**src/rtl/core/lcsb_pkg.sv**
```systemverilog
// ============================================================================
// lcsb_pkg - shared types and constants for the link connect supervisor
// Holds the event and status codes, the configuration record, the record
// passed between pipeline stages and the backoff length function.
// ============================================================================
package lcsb_pkg;

    // Configuration reset values
    localparam logic [31:0] TIMEOUT_RST = 32'd15000;
    localparam logic [15:0] BASE_RST    = 16'd10000;
    localparam logic [3:0]  SHIFT_RST   = 4'd6;

    // Register indexes on the APB port (byte address = 4 * index)
    localparam logic [1:0] REG_TIMEOUT = 2'd0;
    localparam logic [1:0] REG_BASE    = 2'd1;
    localparam logic [1:0] REG_SHIFT   = 2'd2;

    // Failure counter saturation
    localparam logic [7:0] FAIL_MAX = 8'd255;

    // Round-up term for milliseconds to seconds
    localparam logic [31:0] ROUND_UP_MS = 32'd999;

    // n / 1000 = ((n >> 3) * DIV125_MAGIC) >> DIV125_SHIFT, exact for n < 2^32
    localparam logic [29:0] DIV125_MAGIC = 30'd549755814;
    localparam int          DIV125_SHIFT = 36;

    typedef enum logic [1:0] {
        ST_IDLE,
        ST_CONNECTING,
        ST_CONNECTED,
        ST_FAILED
    } link_state_t;

    typedef enum logic [1:0] {
        FN_POLL,
        FN_CONNECT,
        FN_DISCONNECT,
        FN_RESET_BACKOFF
    } func_t;

    typedef enum logic [1:0] {
        RS_OTHER,
        RS_CONNECTED,
        RS_SSID_GONE,
        RS_CONNECT_FAILED
    } radio_status_t;

    typedef enum logic [3:0] {
        ERR_NONE,
        ERR_SSID_MISSING,
        ERR_BUSY,
        ERR_RETRY_WAIT,
        ERR_MODE_FAIL,
        ERR_SSID_NOT_FOUND,
        ERR_AUTH,
        ERR_TIMEOUT,
        ERR_LINK_LOST
    } err_t;

    typedef struct packed {
        logic [31:0] timeout_ms;
        logic [15:0] base_ms;
        logic [3:0]  max_shift;
    } cfg_t;

    typedef struct packed {
        func_t         func;
        logic [31:0]   now_ms;
        radio_status_t link_status;
        logic          ssid_present;
        logic          mode_ok;
    } item_t;

    // Event results after the state update, before the seconds divide
    typedef struct packed {
        link_state_t link_state;
        logic        accepted;
        err_t        error_code;
        logic [28:0] retry_num;     // (wait_ms + 999) >> 3, zero if no refusal
        logic [7:0]  fail_count;
        logic [31:0] last_fail_ms;
        logic [31:0] now_ms;
        logic        is_connected;
        logic        owns_radio;
    } stage_t;

    // Backoff length: base << min(fails - 1, max_shift)
    function automatic logic [30:0] backoff_len(
        input logic [7:0]  fails,
        input logic [15:0] base,
        input logic [3:0]  max_shift
    );
        logic [7:0] sh;
        logic [3:0] amt;
        sh  = (fails != 8'd0) ? (fails - 8'd1) : 8'd0;
        amt = (sh > {4'd0, max_shift}) ? max_shift : sh[3:0];
        return {15'd0, base} << amt;
    endfunction

endpackage

```
**src/rtl/core/lcsb_ctrl.sv**
```systemverilog
// ============================================================================
// lcsb_ctrl - supervisor state and event decision
// Holds the link state, attempt start, last failure time, failure count and
// last error; decides one event from the input register per advance.
// ============================================================================
module lcsb_ctrl (
    input  logic             aclk,
    input  logic             aresetn,
    input  logic             advance,
    input  lcsb_pkg::item_t  item,
    input  lcsb_pkg::cfg_t   cfg,
    output lcsb_pkg::stage_t res
);

    lcsb_pkg::link_state_t state_reg, state_next;
    logic [31:0]           start_reg, start_next;
    logic [31:0]           last_fail_reg, last_fail_next;
    logic [7:0]            fails_reg, fails_next;
    lcsb_pkg::err_t        err_reg, err_next;

    logic [31:0] el_start;
    logic [31:0] el_fail;
    logic [30:0] bo;
    logic [31:0] wait_num;
    logic        waiting;
    logic        do_fail;
    lcsb_pkg::err_t fail_code;
    logic        accepted;
    logic [28:0] retry_num;

    // Elapsed times and current backoff
    assign el_start = item.now_ms - start_reg;
    assign el_fail  = item.now_ms - last_fail_reg;
    assign bo       = lcsb_pkg::backoff_len(fails_reg, cfg.base_ms, cfg.max_shift);
    assign waiting  = (fails_reg != 8'd0) && (el_fail < {1'b0, bo});
    // el_fail < bo here, so it fits 31 bits
    assign wait_num = {1'b0, bo - el_fail[30:0]} + lcsb_pkg::ROUND_UP_MS;

    // Event decision
    always_comb begin
        state_next     = state_reg;
        start_next     = start_reg;
        last_fail_next = last_fail_reg;
        fails_next     = fails_reg;
        err_next       = err_reg;
        do_fail        = 1'b0;
        fail_code      = lcsb_pkg::ERR_NONE;
        accepted       = 1'b0;
        retry_num      = '0;

        case (item.func)
            lcsb_pkg::FN_POLL: begin
                if (state_reg == lcsb_pkg::ST_CONNECTING) begin
                    if (item.link_status == lcsb_pkg::RS_CONNECTED) begin
                        state_next = lcsb_pkg::ST_CONNECTED;
                        fails_next = 8'd0;
                        err_next   = lcsb_pkg::ERR_NONE;
                    end else if (item.link_status == lcsb_pkg::RS_SSID_GONE) begin
                        do_fail   = 1'b1;
                        fail_code = lcsb_pkg::ERR_SSID_NOT_FOUND;
                    end else if (item.link_status == lcsb_pkg::RS_CONNECT_FAILED) begin
                        do_fail   = 1'b1;
                        fail_code = lcsb_pkg::ERR_AUTH;
                    end else if (el_start > cfg.timeout_ms) begin
                        do_fail   = 1'b1;
                        fail_code = lcsb_pkg::ERR_TIMEOUT;
                    end
                end else if (state_reg == lcsb_pkg::ST_CONNECTED) begin
                    if (item.link_status != lcsb_pkg::RS_CONNECTED) begin
                        do_fail   = 1'b1;
                        fail_code = lcsb_pkg::ERR_LINK_LOST;
                    end
                end
            end
            lcsb_pkg::FN_CONNECT: begin
                if (!item.ssid_present) begin
                    // missing name wins even when busy; count untouched
                    state_next = lcsb_pkg::ST_FAILED;
                    err_next   = lcsb_pkg::ERR_SSID_MISSING;
                end else if (state_reg == lcsb_pkg::ST_CONNECTING ||
                             state_reg == lcsb_pkg::ST_CONNECTED) begin
                    err_next = lcsb_pkg::ERR_BUSY;
                end else if (waiting) begin
                    state_next = lcsb_pkg::ST_FAILED;
                    err_next   = lcsb_pkg::ERR_RETRY_WAIT;
                    retry_num  = wait_num[31:3];
                end else if (!item.mode_ok) begin
                    do_fail   = 1'b1;
                    fail_code = lcsb_pkg::ERR_MODE_FAIL;
                end else begin
                    state_next = lcsb_pkg::ST_CONNECTING;
                    start_next = item.now_ms;
                    err_next   = lcsb_pkg::ERR_NONE;
                    accepted   = 1'b1;
                end
            end
            lcsb_pkg::FN_DISCONNECT: begin
                state_next = lcsb_pkg::ST_IDLE;
            end
            lcsb_pkg::FN_RESET_BACKOFF: begin
                fails_next     = 8'd0;
                last_fail_next = 32'd0;
                err_next       = lcsb_pkg::ERR_NONE;
                if (state_reg == lcsb_pkg::ST_FAILED) begin
                    state_next = lcsb_pkg::ST_IDLE;
                end
            end
            default: begin
                state_next = state_reg;
            end
        endcase

        // Common failure bookkeeping
        if (do_fail) begin
            state_next     = lcsb_pkg::ST_FAILED;
            last_fail_next = item.now_ms;
            err_next       = fail_code;
            if (fails_reg != lcsb_pkg::FAIL_MAX) begin
                fails_next = fails_reg + 8'd1;
            end
        end
    end

    // Stage result
    always_comb begin
        res.link_state   = state_next;
        res.accepted     = accepted;
        res.error_code   = err_next;
        res.retry_num    = retry_num;
        res.fail_count   = fails_next;
        res.last_fail_ms = last_fail_next;
        res.now_ms       = item.now_ms;
        res.is_connected = (state_next == lcsb_pkg::ST_CONNECTED) &&
                           (item.link_status == lcsb_pkg::RS_CONNECTED);
        res.owns_radio   = (state_next != lcsb_pkg::ST_IDLE);
    end

    // State registers
    always_ff @(posedge aclk) begin
        if (!aresetn) begin
            state_reg     <= lcsb_pkg::ST_IDLE;
            start_reg     <= 32'd0;
            last_fail_reg <= 32'd0;
            fails_reg     <= 8'd0;
            err_reg       <= lcsb_pkg::ERR_NONE;
        end else if (advance) begin
            state_reg     <= state_next;
            start_reg     <= start_next;
            last_fail_reg <= last_fail_next;
            fails_reg     <= fails_next;
            err_reg       <= err_next;
        end
    end

endmodule

```
**src/rtl/core/lcsb_finish.sv**
```systemverilog
// ============================================================================
// lcsb_finish - seconds divide and remaining backoff
// Turns the rounded wait into whole seconds by a reciprocal multiply and
// computes the backoff still left from the updated failure state.
// ============================================================================
module lcsb_finish (
    input  lcsb_pkg::stage_t mid,
    input  lcsb_pkg::cfg_t   cfg,
    output logic [21:0]      retry_seconds,
    output logic [30:0]      backoff_left_ms
);

    logic [58:0] prod;
    logic [31:0] el;
    logic [30:0] bo;

    // Divide by 1000: numerator already shifted right by 3, divide by 125
    assign prod = 59'(mid.retry_num) * 59'(lcsb_pkg::DIV125_MAGIC);
    assign retry_seconds = prod[lcsb_pkg::DIV125_SHIFT +: 22];

    // Remaining backoff; a failure time of zero means no failure
    assign el = mid.now_ms - mid.last_fail_ms;
    assign bo = lcsb_pkg::backoff_len(mid.fail_count, cfg.base_ms, cfg.max_shift);

    always_comb begin
        backoff_left_ms = 31'd0;
        if (mid.fail_count != 8'd0 && mid.last_fail_ms != 32'd0 &&
            el < {1'b0, bo}) begin
            backoff_left_ms = bo - el[30:0];
        end
    end

endmodule

```
**src/rtl/core/link_connect_supervisor_backoff.sv**
```systemverilog
// ============================================================================
// link_connect_supervisor_backoff - radio link connect supervisor
// Supervises connect attempts with exponential retry backoff; one result
// word per event word.
// ============================================================================
//
//  channel   direction  handshake          payload
//  s_        in         s_tvalid/s_tready  s_tuser func, s_tdata event fields
//  m_        out        m_tvalid/m_tready  m_tdata result fields
//  apb       in/out     psel/penable       3 config registers at 0x0/0x4/0x8
//
// One event word per cycle sustained while m_tready is high; each word passes
// the input register, decision stage and divide-by-1000 multiply stage into
// the output register. Each stage holds its word and stalls only when the
// stage after it is full and not draining, so bubbles are absorbed. Reset
// (aresetn low, synchronous) empties the pipeline, clears the supervisor
// state and reloads the configuration defaults.
//
module link_connect_supervisor_backoff (
    input  logic        aclk,
    input  logic        aresetn,
    // event input
    input  logic        s_tvalid,
    output logic        s_tready,
    input  logic [39:0] s_tdata,   // now_ms[31:0], link_status[33:32],
                                   // ssid_present[34], mode_ok[35], zero[39:36]
    input  logic [1:0]  s_tuser,   // func[1:0]
    // result output
    output logic        m_tvalid,
    input  logic        m_tready,
    output logic [71:0] m_tdata,   // link_state[1:0], accepted[2],
                                   // error_code[6:3], retry_seconds[28:7],
                                   // backoff_left_ms[59:29], fail_count[67:60],
                                   // is_connected[68], owns_radio[69],
                                   // zero[71:70]
    // configuration
    input  logic        psel,
    input  logic        penable,
    input  logic        pwrite,
    input  logic [3:0]  paddr,
    input  logic [31:0] pwdata,
    output logic [31:0] prdata,
    output logic        pready
);

    lcsb_pkg::cfg_t   cfg_reg;
    lcsb_pkg::item_t  in_reg;
    logic             in_valid_reg;
    lcsb_pkg::stage_t mid_reg;
    logic             mid_valid_reg;
    logic [71:0]      out_reg;
    logic             out_valid_reg;

    lcsb_pkg::stage_t ctrl_res;
    logic [21:0]      retry_seconds;
    logic [30:0]      backoff_left_ms;
    logic             rdy_out;
    logic             rdy_mid;
    logic             rdy_in;
    logic             cfg_wr;

    // Stage ready chain
    assign rdy_out  = !out_valid_reg || m_tready;
    assign rdy_mid  = !mid_valid_reg || rdy_out;
    assign rdy_in   = !in_valid_reg || rdy_mid;
    assign s_tready = rdy_in;
    assign m_tvalid = out_valid_reg;
    assign m_tdata  = out_reg;

    // Configuration port
    assign pready = 1'b1;
    assign cfg_wr = psel && penable && pwrite;

    always_ff @(posedge aclk) begin
        if (!aresetn) begin
            cfg_reg.timeout_ms <= lcsb_pkg::TIMEOUT_RST;
            cfg_reg.base_ms    <= lcsb_pkg::BASE_RST;
            cfg_reg.max_shift  <= lcsb_pkg::SHIFT_RST;
        end else if (cfg_wr) begin
            case (paddr[3:2])
                lcsb_pkg::REG_TIMEOUT: cfg_reg.timeout_ms <= pwdata;
                lcsb_pkg::REG_BASE:    cfg_reg.base_ms    <= pwdata[15:0];
                lcsb_pkg::REG_SHIFT:   cfg_reg.max_shift  <= pwdata[3:0];
                default: begin
                end
            endcase
        end
    end

    always_comb begin
        case (paddr[3:2])
            lcsb_pkg::REG_TIMEOUT: prdata = cfg_reg.timeout_ms;
            lcsb_pkg::REG_BASE:    prdata = {16'd0, cfg_reg.base_ms};
            lcsb_pkg::REG_SHIFT:   prdata = {28'd0, cfg_reg.max_shift};
            default:               prdata = 32'd0;
        endcase
    end

    // Input register
    always_ff @(posedge aclk) begin
        if (!aresetn) begin
            in_valid_reg <= 1'b0;
        end else if (rdy_in) begin
            in_valid_reg <= s_tvalid;
        end
    end

    always_ff @(posedge aclk) begin
        if (s_tvalid && rdy_in) begin
            in_reg.func         <= lcsb_pkg::func_t'(s_tuser);
            in_reg.now_ms       <= s_tdata[31:0];
            in_reg.link_status  <= lcsb_pkg::radio_status_t'(s_tdata[33:32]);
            in_reg.ssid_present <= s_tdata[34];
            in_reg.mode_ok      <= s_tdata[35];
        end
    end

    // Decision stage; state commits as the word moves on
    lcsb_ctrl u_ctrl (
        .aclk    (aclk),
        .aresetn (aresetn),
        .advance (in_valid_reg && rdy_mid),
        .item    (in_reg),
        .cfg     (cfg_reg),
        .res     (ctrl_res)
    );

    always_ff @(posedge aclk) begin
        if (!aresetn) begin
            mid_valid_reg <= 1'b0;
        end else if (rdy_mid) begin
            mid_valid_reg <= in_valid_reg;
        end
    end

    always_ff @(posedge aclk) begin
        if (in_valid_reg && rdy_mid) begin
            mid_reg <= ctrl_res;
        end
    end

    // Divide and remaining backoff stage
    lcsb_finish u_finish (
        .mid             (mid_reg),
        .cfg             (cfg_reg),
        .retry_seconds   (retry_seconds),
        .backoff_left_ms (backoff_left_ms)
    );

    // Output register
    always_ff @(posedge aclk) begin
        if (!aresetn) begin
            out_valid_reg <= 1'b0;
        end else if (rdy_out) begin
            out_valid_reg <= mid_valid_reg;
        end
    end

    always_ff @(posedge aclk) begin
        if (mid_valid_reg && rdy_out) begin
            out_reg <= {2'b00,
                        mid_reg.owns_radio,
                        mid_reg.is_connected,
                        mid_reg.fail_count,
                        backoff_left_ms,
                        retry_seconds,
                        mid_reg.error_code,
                        mid_reg.accepted,
                        mid_reg.link_state};
        end
    end

endmodule

```
**config.mk**
```make
export PLATFORM = sky130hd
export DESIGN_NAME = link_connect_supervisor_backoff
export DESIGN_NICKNAME = d
export VERILOG_FILES = /design/src/rtl/core/lcsb_pkg.sv /design/src/rtl/core/lcsb_ctrl.sv /design/src/rtl/core/lcsb_finish.sv /design/src/rtl/core/link_connect_supervisor_backoff.sv
export SDC_FILE = /design/constraint.sdc
export NUM_CORES = 2
export LEC_CHECK = 0
export ABC_AREA = 1
export ABC_CLOCK_PERIOD_IN_PS = 7300
export BUFFER_PORTS_ARGS = -buffer_cell sky130_fd_sc_hd__clkbuf_2
export CORE_UTILIZATION = 41
export DETAILED_ROUTE_END_ITERATION = 7
export PLACE_DENSITY_LB_ADDON = 0.3
export SLEW_MARGIN = 20
export SYNTH_ARGS = -nofsm -noshare
export SYNTH_HDL_FRONTEND = slang
export SYNTH_HIERARCHICAL = 1
export SYNTH_SLANG_ARGS = --single-unit
```
**constraint.sdc**
```tcl
create_clock -name aclk -period 7.3 [get_ports aclk]
set_input_delay 2.19 -clock aclk [delete_from_list [all_inputs] [get_ports aclk]]
set_output_delay 2.19 -clock aclk [all_outputs]
set_load 0.01 [all_outputs]
```
## After elaboration in Yosys (flattened, before gate mapping)

Index checks and enable logic that the tools add are counted.
Widths: inputs -> output; s select.

- Register bits: 351
- Input port bits: 85
- Output and inout bits: 107

- Add/sub/neg operators: 9
- Multiply operators: 1
- Order comparisons: 5
- Eq/ne operators: 14
- Shift-type cells: 2
- Muxes and demuxes: 54
- Bitwise gates (word level): 4
- Reductions and logical operators: 28

Operators with widths:

| cell | number |
|---|---|
| $pmux 32 s3 | 1 |
| $sub 32x32->32 | 3 |
| $mux 4 | 18 |
| $lt 32x31->1 | 2 |
| $mux 32 | 2 |
| $shl 16x4->31 | 2 |
| $sub 31x31->31 | 2 |
| $mul 29x29->57 const B | 1 |
| $mux 8 | 6 |
| $add 31x10->32 const B | 1 |
| $gt 32x32->1 | 1 |
| $reduce_bool 32->1 | 1 |
| $eq 2x2->1 const B | 8 |
| $gt 8x4->1 | 2 |
| $mux 2 | 8 |
| $pmux 8 s2 | 1 |
| $reduce_bool 8->1 | 2 |
| $sub 8x1->8 const B | 2 |
| $mux 1 | 12 |
| $pmux 4 s3 | 1 |
| $logic_and 1x1->1 | 9 |
| $add 8x1->8 const B | 1 |
| $eq 2x1->1 const B | 4 |
| $ne 8x8->1 const B | 1 |
| 13 further kinds | 26 |

## Depth between registers and ports, before layout

- Word-level depth: 14
- Mapped depth: 49
- Gate-level depth less buffers: 47

## Hierarchy

Netlist, hierarchy kept.

By module, submodules not included:

| module | instances | cells an instance | area each (um^2) | seq. area each (um^2) |
|---|---|---|---|---|
| lcsb_finish | 1 | 2846 | 20664.8 | 0.0 |
| lcsb_ctrl | 1 | 2215 | 12922.4 | 1561.5 |
| link_connect_supervisor_backoff | 1 | 615 | 9176.3 | 7647.3 |

## Worst setup path before layout

OpenSTA, ideal clock, no wires.

- Kind: input to register
- From: input m_tready
- To: register out_reg[0] (netlist: m_tdata[0]), enable pin
- Setup time: 0.521 ns
- Data arrival time: 5.649 ns
- Slack: 1.130 ns
- Cell stages on the path: 2
- Buffers on the path: 0
- Path through: inv_1 -> a21oi_1

- Word-level cells in the longest chain between the ends: 2

Ends and longest elaborated chain:

| item | line | source |
|---|---|---|
| start, declared | link_connect_supervisor_backoff.sv:30 | `input logic m_tready,` |
| $logic_or 1x1->1 | link_connect_supervisor_backoff.sv:63 | `assign rdy_out = !out_valid_reg \|\| m_tready;` |
| $logic_and 1x1->1 | link_connect_supervisor_backoff.sv:160 | `if (mid_valid_reg && rdy_out) begin` |
| end signal, assigned | link_connect_supervisor_backoff.sv:161 | `out_reg <= {2'b00,` |
| end, declared | link_connect_supervisor_backoff.sv:51 | `logic [71:0] out_reg;` |

Every way passes these cells.
A chain may end at the register's enable or synchronous reset.

## Worst setup path in the final report

- From: register mid_reg[93] in the netlist's numbering
- To: register out_reg[27] (netlist: m_tdata[27]), data pin

- Word-level cells in the longest chain between the ends: 1

Ends and longest elaborated chain:

| item | line | source |
|---|---|---|
| start, declared | link_connect_supervisor_backoff.sv:49 | `lcsb_pkg::stage_t mid_reg;` |
| start signal, assigned | link_connect_supervisor_backoff.sv:138 | `mid_reg <= ctrl_res;` |
| $mul 29x29->57 | lcsb_finish.sv:18 | `assign prod = 59'(mid.retry_num) * 59'(lcsb_pkg::DIV125_MAGIC);` |
| via retry_seconds[20] | link_connect_supervisor_backoff.sv:55 | `logic [21:0] retry_seconds;` |

The timed path passes the listed nets, and every way through them passes these cells.

==> tab_implementation.tex <==
\begin{tabular}{lr}
\hline
Metric & Value \\
\hline
\multicolumn{2}{l}{\textbf{Outcome}} \\
Run status & finished, final reports clean \\
\multicolumn{2}{l}{\textbf{Finish}} \\
N\_diodes & 0 \\
P\&R area growth vs syn & 8.76\% \\
Share of cells above drive strength 1 & 0.0744 \\
Register area & a little over 0.009 mm\^{}2 \\
Fin cells & around 7.2k \\
Area of the multi-input gates & $\sim$0.028 mm\^{}2 \\
Layout Nets & approximately 6.8k \\
Flip-flop count of the largest register after layout & 110 \\
Number of inserted filler cells in the final layout & 10.5k \\
\multicolumn{2}{l}{\textbf{Power and ir drop}} \\
Largest voltage drop on the vdd net & between 0.2 and 0.25 mV \\
Leakage power total & 23.8 nW \\
Logic pwr share & 0.649 \\
Internal cell power & 6.51 mW \\
Total net switching power & a little under 7 mW \\
Relative contribution of sequential cells to total power & 0.179 \\
Power per unit of standard cell area & 285 mW/mm\^{}2 \\
Sw Share & 0.509 \\
Relative contribution of the clock network to total power & 0.171 \\
\multicolumn{2}{l}{\textbf{Synth}} \\
Average instance area after synthesis & 7.53 um\^{}2 \\
Sequential share of the synthesized area & 0.215 \\
Post-synth top flop & sky130\_fd\_sc\_hd\_\_edfxtp\_1 \\
Post-synth EDFFs & $\sim$220 \\
Post-synth ARST share & 0 \\
Cell count after synthesis & between 5k and 6k \\
Yosys Warn Count & 6 \\
Netlist Area Pre-Place & 0.0428 mm\^{}2 \\
Register bit count reported by yosys & approximately 350 \\
Count of unique library cells instantiated by Yosys & 69 \\
\multicolumn{2}{l}{\textbf{Global route}} \\
Remaining global-route overflow & 0 \\
Number of antenna violations at the first check in global routing & 1 \\
Number of global-route vias before repair & approximately 36k \\
Wire length of the first global-routing pass & around 200,000 um \\
Global-route usage over all layers & 0.239 \\
Largest net degree at the start of global routing & slightly above 90 \\
\multicolumn{2}{l}{\textbf{Floorplanning}} \\
Number of cell rows & 118 \\
Top Ports & approximately 190 \\
Chip width & about 320 um \\
Core outline area & around 0.10 mm\^{}2 \\
Starting density of the core & 0.413 \\
Die Area & roughly 0.11 mm\^{}2 \\
Die Height & roughly 320 um \\
\multicolumn{2}{l}{\textbf{Timing}} \\
Worst slew slack as a fraction of its limit & 0.365 \\
Final Max Slew Viols & 0 \\
Setup Total Neg Slack & 0 ns \\
Final Hold Vio Count & 0 \\
Worst setup skew after layout & slightly above 0.04 ns \\
Min Clock Period, post-route & between 6 and 7 ns \\
Period utilization & 0.936 \\
Setup violations, final & 0 \\
Max frequency & about 150 MHz \\
Slew at the pin with the worst max-slew slack & between 0.9 and 1 ns \\
RSZ-0062 raised after global routing & false \\
\multicolumn{2}{l}{\textbf{Route}} \\
Detail-routed net length per standard cell & roughly 18 um \\
Detailed-route wire length & 128,000 um \\
Drt pass-1 iters & 6 \\
Number of nets still failing antenna checks after routing & 0 \\
Count of vias placed by the detailed router & 37.2k \\
Drt via density & slightly above 5 \\
Violation count after the first detailed-route iteration & 2,731 \\
Drt drc & 0 \\
\multicolumn{2}{l}{\textbf{Min path}} \\
Worst Hold Class & register to register \\
Startpoint of the tightest hold check path & mid\_reg[0] \\
\multicolumn{2}{l}{\textbf{Place}} \\
Cell total after placement & 7,150 \\
Half-perimeter wire length after detailed placement & between 100,000 and 150,000 um \\
Total of buffers placed on input and output ports & around 180 \\
GPL Wtd Cong & 0.946 \\
\multicolumn{2}{l}{\textbf{Clocking}} \\
Skew-Pair Late Insertion Delay & roughly 0.6 ns \\
Clock sink count & 351 \\
CTS Buffer Depth & 3 \\
Clock-pin slew on the worst setup and hold paths & $\sim$0.070 ns \\
Cell at the root of the clock tree & sky130\_fd\_sc\_hd\_\_clkbuf\_16 \\
Clock tree from TritonCTS & done \\
Num CTS Buffers & 42 \\
CTS HTree Levels & 2 \\
\multicolumn{2}{l}{\textbf{Setup path}} \\
Maximum fanout along the worst path & 10 \\
Required arrival time at the worst endpoint & around 7.6 ns \\
Launching element of the worst setup path & mid\_reg[93] \\
Crit path arrival time & between 7 and 8 ns \\
Worst R2R Start & mid\_reg[93] \\
Critical Path Source Type & register \\
Crit Path Category & register to register \\
CP Capture Type & register \\
\multicolumn{2}{l}{\textbf{Flow run}} \\
Number of maximum-capacitance violations & 0 \\
\hline
\end{tabular}
[power by group through the flow]
stage / clock network, mW / logic [mW] / registers, mW
6_report: 2.27 / 8.61 / 2.38
3_3_place_gp: 0 / 8.47 / 2.42
3_5_place_dp: 0 / 8.50 / 2.42
5_1_grt: 2.39 / 9.72 / 2.39
4_1_cts: 2.33 / 8.57 / 2.38
2_1_floorplan: 0 / 6.07 / 2.40
[worst max-delay path: stages (launching register included)]
cell and delay, ns:
sky130_fd_sc_hd__edfxtp_1 0.72, sky130_fd_sc_hd__ha_1 0.36, sky130_fd_sc_hd__fa_1 0.38, sky130_fd_sc_hd__fa_1 0.49, sky130_fd_sc_hd__inv_1 0.05, sky130_fd_sc_hd__fa_1 0.47, sky130_fd_sc_hd__inv_1 0.05, sky130_fd_sc_hd__fa_1 0.50
sky130_fd_sc_hd__inv_1 0.05, sky130_fd_sc_hd__fa_1 0.53, sky130_fd_sc_hd__inv_1 0.05, sky130_fd_sc_hd__fa_1 0.49, sky130_fd_sc_hd__inv_1 0.05, sky130_fd_sc_hd__fa_1 0.47, sky130_fd_sc_hd__inv_1 0.04, sky130_fd_sc_hd__ha_1 0.32
sky130_fd_sc_hd__nand2_1 0.07, sky130_fd_sc_hd__nand2_1 0.07, sky130_fd_sc_hd__a31oi_1 0.22, sky130_fd_sc_hd__o21ai_0 0.13, sky130_fd_sc_hd__a21oi_1 0.16, sky130_fd_sc_hd__nand3_1 0.29, sky130_fd_sc_hd__nand2_1 0.14, sky130_fd_sc_hd__inv_1 0.06
sky130_fd_sc_hd__o21ai_0 0.15, sky130_fd_sc_hd__nand2_1 0.18
[area by class of cell]
| type | instances | area share |
|---|---|---|
| clock inverters | 22 | 0.00705 |
| flip-flops and latches | 351 | 0.198 |
| repair buffers | 230 | 0.0279 |
| inverters | 1186 | 0.0959 |
| multi-input cells | 4003 | 0.609 |
| clock buffers | 55 | 0.0252 |
| well taps | 1380 | 0.0371 |
[synth_stat cells (21+ instances only)]
| master | n | share of area |
|---|---|---|
| sky130_fd_sc_hd__dfxtp_1 | 133 | 0.062 |
| sky130_fd_sc_hd__ha_1 | 629 | 0.18 |
| sky130_fd_sc_hd__edfxtp_1 | 218 | 0.15 |
| sky130_fd_sc_hd__o21ai_1 | 46 | 0.0054 |
| sky130_fd_sc_hd__clkbuf_1 | 35 | 0.0031 |
| sky130_fd_sc_hd__nand3_1 | 390 | 0.046 |
| sky130_fd_sc_hd__inv_1 | 1137 | 0.10 |
| sky130_fd_sc_hd__a21oi_1 | 377 | 0.044 |
| sky130_fd_sc_hd__nand4_1 | 44 | 0.0064 |
| sky130_fd_sc_hd__inv_2 | 48 | 0.0042 |
| sky130_fd_sc_hd__o21ai_0 | 198 | 0.023 |
| sky130_fd_sc_hd__xnor2_1 | 54 | 0.011 |
| sky130_fd_sc_hd__buf_4 | 48 | 0.0084 |
| sky130_fd_sc_hd__nor2_1 | 496 | 0.044 |
| sky130_fd_sc_hd__a21o_1 | 30 | 0.0053 |
| sky130_fd_sc_hd__xor2_1 | 103 | 0.021 |
| sky130_fd_sc_hd__nand2_1 | 1073 | 0.094 |
| sky130_fd_sc_hd__o21ai_2 | 21 | 0.0043 |
| sky130_fd_sc_hd__nor3_1 | 41 | 0.0048 |
| sky130_fd_sc_hd__a31oi_1 | 33 | 0.0048 |
| sky130_fd_sc_hd__fa_1 | 270 | 0.13 |
| sky130_fd_sc_hd__buf_2 | 38 | 0.0044 |
[stage by stage]
step	cell area [um^2]	hold slack (ns)	power [mW]	setup WS [ns]	util
after global routing	46500	0.426	14.5	0.0255	0.449
after detailed placement	45000	0.405	10.9	0.500	0.435
after global placement	45000	0.404	10.9	0.480	0.435
after CTS	46500	0.414	13.3	0.459	0.449
final	46500	0.415	13.3	0.464	0.449
after floorplan	42800	0.400	8.47	1.13	-
[path summary, 6_finish.rpt]
kind                               endpoint  slack (ns)  depth (start not counted)
worst max register to register  m_tdata[27]        0.46                         25
worst min register to register  m_tdata[69]        0.42                          0
worst min-delay path            m_tdata[69]        0.42                          0
worst max-delay path            m_tdata[27]        0.46                         25
[cells by family after synthesis]
group | count (synthesis) | synth area share
simple gates | 2147 | 0.213
buf+inv | 1323 | 0.123
fa+ha+maj | 899 | 0.310
compound gates | 795 | 0.105
flops | 351 | 0.215
xor+xnor | 158 | 0.0325
other cells | 2 | 0.000176
mux | 1 | 0.000234
[layout by cell type, fill, tap and decap left out, drive strengths merged, types with 33 or more instances in the layout]
master / Yosys / routed
ha: 629 / 629
buf: 100 / 48
nand3: 394 / 394
nor2: 517 / 517
nand4: 46 / 46
dfxtp: 133 / 133
nor3: 46 / 46
clkbuf: 37 / 237
inv: 1186 / 1188
xor2: 104 / 104
o21ai: 266 / 266
a31oi: 33 / 33
edfxtp: 218 / 218
a21oi: 378 / 378
nand2: 1088 / 1088
xnor2: 54 / 54
fa: 270 / 270
[metal layers]
layer / track usage / wire length (um) / part of all wire
met1: 0.326 / 58200 / 0.45
met2: 0.404 / 60200 / 0.47
met3: 0.0220 / 6330 / 0.049
met4: 0.0632 / 3390 / 0.026
met5: 0 / 0 / 0
[timing repair]
item | in CTS | in global routing
endpoints found under the setup margin | 0 | 12
setup buffers | 0 | 0
hold buffers | 0 | 0
resized for setup | 0 | 3
No activity file was read; power rests on OpenSTA's default activity.
